--- config.mk ---
export PLATFORM = sky130hd
export DESIGN_NAME = aesbec_ctrl
export DESIGN_NICKNAME = d
export VERILOG_FILES = /design/src/rtl/aesbec_pkg.sv /design/src/rtl/aesbec_ctrl.sv
export SDC_FILE = /design/constraint.sdc
export NUM_CORES = 1
export LEC_CHECK = 0
export BUFFER_PORTS_ARGS = -buffer_cell sky130_fd_sc_hd__buf_2
export CORE_AREA = 5 5 42 44
export DETAILED_ROUTE_END_ITERATION = 12
export DIE_AREA = 0 0 47 49
export HOLD_SLACK_MARGIN = 0.03
export PLACE_DENSITY = 0.63
export SETUP_SLACK_MARGIN = 0.2
export SLEW_MARGIN = 30
export SYNTH_ARGS = -nofsm -noshare
export SYNTH_HDL_FRONTEND = slang
export SYNTH_SLANG_ARGS = --single-unit
--- constraint.sdc ---
create_clock -name clock -period 2.9 [get_ports clock]
set_clock_uncertainty 0.1 [all_clocks]
set_input_delay 0.58 -clock clock [delete_from_list [all_inputs] [get_ports clock]]
set_output_delay 0.58 -clock clock [all_outputs]
set_load 0.03 [all_outputs]
--- src/rtl/aesbec_pkg.sv ---
`default_nettype none
package aesbec_pkg;

   localparam int MaxRoundKeys = 15;
   localparam int KeyWords     = 2 * MaxRoundKeys;
   localparam int SlotWidth    = 5;
   localparam int RoundWidth   = 4;

   localparam logic [1:0] ChainEcb  = 2'd0;
   localparam logic [1:0] ChainCbc  = 2'd1;
   localparam logic [1:0] ChainPcbc = 2'd2;

   localparam logic [1:0] CsrChain  = 2'd0;
   localparam logic [1:0] CsrKeySz  = 2'd1;
   localparam logic [1:0] CsrIvHigh = 2'd2;
   localparam logic [1:0] CsrIvLow  = 2'd3;

   localparam logic KindLoad    = 1'b0;
   localparam logic KindEncrypt = 1'b1;

   typedef struct packed {
      logic                  load_key;
      logic                  start;
      logic                  round;
      logic                  last;
      logic [RoundWidth-1:0] key_round;
   } aesbec_cmd_type;

   function automatic logic [7:0] xt(input logic [7:0] b);
      xt = {b[6:0], 1'b0} ^ (b[7] ? 8'h1b : 8'h00);
   endfunction

   function automatic logic [7:0] sbox(input logic [7:0] x);
      logic [7:0] t [0:255];
      t = '{
         8'h63,8'h7c,8'h77,8'h7b,8'hf2,8'h6b,8'h6f,8'hc5,8'h30,8'h01,8'h67,8'h2b,8'hfe,8'hd7,8'hab,8'h76,
         8'hca,8'h82,8'hc9,8'h7d,8'hfa,8'h59,8'h47,8'hf0,8'had,8'hd4,8'ha2,8'haf,8'h9c,8'ha4,8'h72,8'hc0,
         8'hb7,8'hfd,8'h93,8'h26,8'h36,8'h3f,8'hf7,8'hcc,8'h34,8'ha5,8'he5,8'hf1,8'h71,8'hd8,8'h31,8'h15,
         8'h04,8'hc7,8'h23,8'hc3,8'h18,8'h96,8'h05,8'h9a,8'h07,8'h12,8'h80,8'he2,8'heb,8'h27,8'hb2,8'h75,
         8'h09,8'h83,8'h2c,8'h1a,8'h1b,8'h6e,8'h5a,8'ha0,8'h52,8'h3b,8'hd6,8'hb3,8'h29,8'he3,8'h2f,8'h84,
         8'h53,8'hd1,8'h00,8'hed,8'h20,8'hfc,8'hb1,8'h5b,8'h6a,8'hcb,8'hbe,8'h39,8'h4a,8'h4c,8'h58,8'hcf,
         8'hd0,8'hef,8'haa,8'hfb,8'h43,8'h4d,8'h33,8'h85,8'h45,8'hf9,8'h02,8'h7f,8'h50,8'h3c,8'h9f,8'ha8,
         8'h51,8'ha3,8'h40,8'h8f,8'h92,8'h9d,8'h38,8'hf5,8'hbc,8'hb6,8'hda,8'h21,8'h10,8'hff,8'hf3,8'hd2,
         8'hcd,8'h0c,8'h13,8'hec,8'h5f,8'h97,8'h44,8'h17,8'hc4,8'ha7,8'h7e,8'h3d,8'h64,8'h5d,8'h19,8'h73,
         8'h60,8'h81,8'h4f,8'hdc,8'h22,8'h2a,8'h90,8'h88,8'h46,8'hee,8'hb8,8'h14,8'hde,8'h5e,8'h0b,8'hdb,
         8'he0,8'h32,8'h3a,8'h0a,8'h49,8'h06,8'h24,8'h5c,8'hc2,8'hd3,8'hac,8'h62,8'h91,8'h95,8'he4,8'h79,
         8'he7,8'hc8,8'h37,8'h6d,8'h8d,8'hd5,8'h4e,8'ha9,8'h6c,8'h56,8'hf4,8'hea,8'h65,8'h7a,8'hae,8'h08,
         8'hba,8'h78,8'h25,8'h2e,8'h1c,8'ha6,8'hb4,8'hc6,8'he8,8'hdd,8'h74,8'h1f,8'h4b,8'hbd,8'h8b,8'h8a,
         8'h70,8'h3e,8'hb5,8'h66,8'h48,8'h03,8'hf6,8'h0e,8'h61,8'h35,8'h57,8'hb9,8'h86,8'hc1,8'h1d,8'h9e,
         8'he1,8'hf8,8'h98,8'h11,8'h69,8'hd9,8'h8e,8'h94,8'h9b,8'h1e,8'h87,8'he9,8'hce,8'h55,8'h28,8'hdf,
         8'h8c,8'ha1,8'h89,8'h0d,8'hbf,8'he6,8'h42,8'h68,8'h41,8'h99,8'h2d,8'h0f,8'hb0,8'h54,8'hbb,8'h16};
      sbox = t[x];
   endfunction

endpackage
`default_nettype wire

--- src/rtl/aesbec_ctrl.sv ---
`default_nettype none
module aesbec_ctrl (
   input  wire logic                       clock,
   input  wire logic                       reset,
   input  wire logic                       req_valid,
   output logic                            req_stall,
   input  wire logic                       req_kind,
   input  wire logic [1:0]                 key_size,
   input  wire logic                       out_busy,
   output aesbec_pkg::aesbec_cmd_type      cmd
);
   import aesbec_pkg::*;

   localparam logic [1:0] StIdle  = 2'd0;
   localparam logic [1:0] StRound = 2'd1;

   logic [1:0]            state_ff, state_in;
   logic [RoundWidth-1:0] rnd_ff, rnd_in;
   logic [RoundWidth-1:0] rounds;
   logic                  accept;

   always_comb begin
      case (key_size)
         2'd0:    rounds = RoundWidth'(10);
         2'd1:    rounds = RoundWidth'(12);
         default: rounds = RoundWidth'(14);
      endcase
      if (rounds > RoundWidth'(MaxRoundKeys - 1)) rounds = RoundWidth'(MaxRoundKeys - 1);
   end

   // a block in flight or an unconsumed result holds the request side
   assign req_stall = (state_ff != StIdle) || out_busy;
   assign accept    = req_valid && !req_stall;

   always_comb begin
      state_in      = state_ff;
      rnd_in        = rnd_ff;
      cmd           = '0;
      case (state_ff)
         StIdle: begin
            if (accept && req_kind == KindLoad) cmd.load_key = 1'b1;
            if (accept && req_kind == KindEncrypt) begin
               cmd.start     = 1'b1;
               cmd.key_round = '0;
               rnd_in        = RoundWidth'(1);
               state_in      = StRound;
            end
         end
         StRound: begin
            cmd.round     = 1'b1;
            cmd.key_round = rnd_ff;
            if (rnd_ff == rounds) begin
               cmd.last = 1'b1;
               state_in = StIdle;
            end else begin
               rnd_in = rnd_ff + RoundWidth'(1);
            end
         end
         default: state_in = StIdle;
      endcase
   end

   always_ff @(posedge clock) begin
      if (reset) begin
         state_ff <= StIdle;
         rnd_ff   <= '0;
      end else begin
         state_ff <= state_in;
         rnd_ff   <= rnd_in;
      end
   end
endmodule
`default_nettype wire

Yosys cells after proc, flatten, opt, wreduce, memory -nomap -nowiden. Index checks and enable logic that the tools add are counted.

Bits of input ports: 7. Flip-flop bits (word level): 6. Word-level logic and storage cells: 36. Output and inout bits: 9.

Magnitude comparators: 1. Equality and inequality tests: 6. Reductions and logical operators: 11. Add/sub/neg operators: 1. Muxes and demuxes: 14. Bitwise logic cells: 1.

Operators with widths (number): $mux 4 (4); $mux 2 (4); $pmux 4 s2 (1); $ne 2x2->1 const B (3); $pmux 3 s2 (1); $add 4x1->4 const B (1); $eq 2x1->1 const B (2); $eq 4x4->1 (1); $gt 4x4->1 const B (1); $logic_not 2->1 (2); $pmux 2 s2 (1); $reduce_bool 2->1 (2); $logic_and 1x1->1 (3); $mux 1 (3); $reduce_and 3->1 (1); $reduce_and 2->1 (1); $logic_not 1->1 (1); $logic_or 1x1->1 (1); $not 1->1 (1).

Logic depth before layout (Yosys ltp).
Depth after elaboration: 7. Mapped depth: 4. Mapped depth without buffers: 4.

Least setup slack after synthesis. No wires, ideal clock.

Kind: input -> output. Start point: input out_busy. End point: output cmd[7] in the netlist's numbering. Arrival: 1.716 ns. Setup slack: 0.504 ns. Stages on the path: 2. Required time: 2.220 ns. Path buffers: 0. Cells stage by stage: or2_1 -> nor3b_1.

RTL lines: from (decl) (line aesbec_ctrl.sv:9) `input wire logic out_busy,`; to (decl) (line aesbec_ctrl.sv:10) `output aesbec_pkg::aesbec_cmd_type cmd`.

==> results.cfg <==
[run_status]
outcome = complete, no violations

[die]
core_area_um2 = 1400
rows = 14
die_h_um = 49
pin_count = 16
start_util_pct = 25.7
dieArea_um2 = 2300
fp.dieW_um = 47

[route]
drc = 0
via_count = 364
via_per_inst = 4.67
wire_per_inst_um = 10.3
first_iter_violations = 3
drtPass1Iterations = 2
antenna_left = 0
wl_um = 806

[synthesis]
post_synth_num_cell_types = 27
synth_flop_cell = dfxtp_1
ys_ff_latch = 5
async_flop_share_pct = 0
synth-edff-count = 0
synthCells = 43
synth.avg_cell_area_um2 = 8.38
synthTopCellsByArea = dfxtp_1 28%, and2_1 8.7%, nor2_1 4.2%
synth-seq-area-share_pct = 27.8
syn_nets = 51
yosys_warnings = 0
synth_common_cells = 5 x and2_1, 5 x dfxtp_1, 4 x nor2_1, 3 x nand2_1
synth.largest_area_cell = dfxtp_1
synth_top_area_share_pct = 27.8
synth_area_um2 = 360

[clocking]
clk-insertion-delay-late_ps = 240
h-tree-depth = 1
tritoncts.num_buffers = 3
clock-sinks = 5
cts_setup_buffers = 0
cts_tree = built
holdBufCountCts = 0
cts_root_buffer = clkbuf_4
clockBufferDepth = 2
cts_resized = 0
clkTransAtPathRegs_ps = 40

[pwr]
power.density_nw_per_um2 = 379
p_total_mw = 0.183
vdd_drop_max_v = 0.000167
cellLeakagePower_nw = 0.212

[worst_setup_path]
crit_slowest_cell = nor4bb_1
max_stage_delay_ps = 330
r2r_end = rnd_ff[1]
crit_buf_inv = 2
r2r_cells = 4
worstPathRequired_ps = 2220
start_kind = input pin
r2r_slack_ps = 1480
cp_top_family = simple AND/OR/NAND/NOR gates
crit_chain = buf_2, nor4bb_1, nor3_2, nor2_1, buf_2
worstReg2RegStart = rnd_ff[1]
crit_path_end_kind = output port
crit_type = in -> out
path_max_fanout = 6
arrival_ps = 1460
cpMostUsedCell = buf_2

[cells_and_area]
drive_above_1_share_pct = 37.1
diodes = 0
nNetsFinal = 71
syn2layout_area_growth_pct = 33.7
post-route-util_pct = 34.4

[timing]
finalCriticalPeriod_ps = 2140
max_freq_mhz = 466
tns_ps = 0
rsz0062_at_grt = no
tightest_slew_ps = 318
finalCritPeriodShare_pct = 73.9
hold_viol_final = 0
setup_viol = 0
relSlewSlack_pct = 78.5
slew_viol_final = 0

[hold_path]
hold_path_end = rnd_ff[1]
min_path_type = reg -> reg
holdPathStages = 2
hp-start = state_ff[0]

[grt]
antenna_found_initial = 0
grt_max_degree = 11
gr-usage-met2_pct = 11.3
grt_first_pass_wirelength_um = 1360
grtUsageMet1_pct = 9.91
grt_pass1_vias = 333
grt_util_all_layers_pct = 8.39
top_usage_layer = met2
use_met3_pct = 3.32
grt_overflow = 0

[place]
hpwl_um = 676
place_congestion = 0.734
io_buffers = 15

[job]
maxCapViolCount = 0
[how the worst max path moves through the flow]
stage                      from     end  slack [ps]  depth (start not counted)
global placement    key_size[1]  cmd[4]         790                          5
finish              key_size[1]  cmd[4]         760                          5
global route        key_size[1]  cmd[4]         640                          5
floorplan              out_busy  cmd[7]         500                          2
detailed placement  key_size[1]  cmd[4]         750                          5
CTS                 key_size[1]  cmd[4]         750                          5
[state kept, by name, indices dropped and copies added (netlist names)]
signal    flops
rnd_ff        4
state_ff      1
[final cells by class]
class,count,area (um^2)
Clock buffer,4,26.3
Fill cell,168,920
Inverter,2,7.51
Multi-Input combinational cell,36,253
Sequential cell,5,100
Tap cell,16,20.0
Timing Repair Buffer,15,75.1
[placed cells by master, fill, tap and decap left out, types with 2 or more instances in the layout]
master,count
nor2_1,4
dfxtp_1,5
nand2_1,3
clkbuf_4,3
buf_2,15
inv_1,2
and2_1,5
nor3b_1,2
nand3_1,2
[stage by stage]
step / hold slack, ps / std cells / cell area, um^2 / setup WS, ps
detailed placement: 486 / 74 / 455 / 746
global placement: 477 / 74 / 455 / 792
finish: 480 / 78 / 482 / 756
global route: 480 / 78 / 482 / 638
floorplan: 427 / 43 / 360 / 504
CTS: 476 / 78 / 482 / 746
[logic make-up after synthesis]
| group | count (synthesis) | share of synthesized area, % |
|---|---|---|
| AOI/OAI and AO/OA | 6 | 12.5 |
| xor gates and xnor gates | 1 | 2.43 |
| adders and majority gates | 1 | 3.47 |
| buffers and inverters | 2 | 2.08 |
| DFF | 5 | 27.8 |
| muxes | 1 | 2.78 |
| and+or+nand+nor | 27 | 49.0 |
[where the power goes]
group / switching (mW) / internal (mW) / total [mW]
registers: 0.00334 / 0.0711 / 0.0744
clock network: 0.0270 / 0.0519 / 0.0790
logic: 0.0176 / 0.0116 / 0.0292
total: 0.0480 / 0.135 / 0.183
[tightest hold or removal path: stages (launching register included)]
cell     delay [ps]
dfxtp_1         370
nand3_1         100
mux2i_1          60
[layer usage]
| layer | wire (um) | vias to the layer above |
|---|---|---|
| li1 | - | 193 |
| met1 | 355 | 157 |
| met2 | 367 | 12 |
| met3 | 74 | 2 |
| met4 | 8 | 0 |
| met5 | 0 | - |
Note: power is estimated with default switching activity, not from simulation.
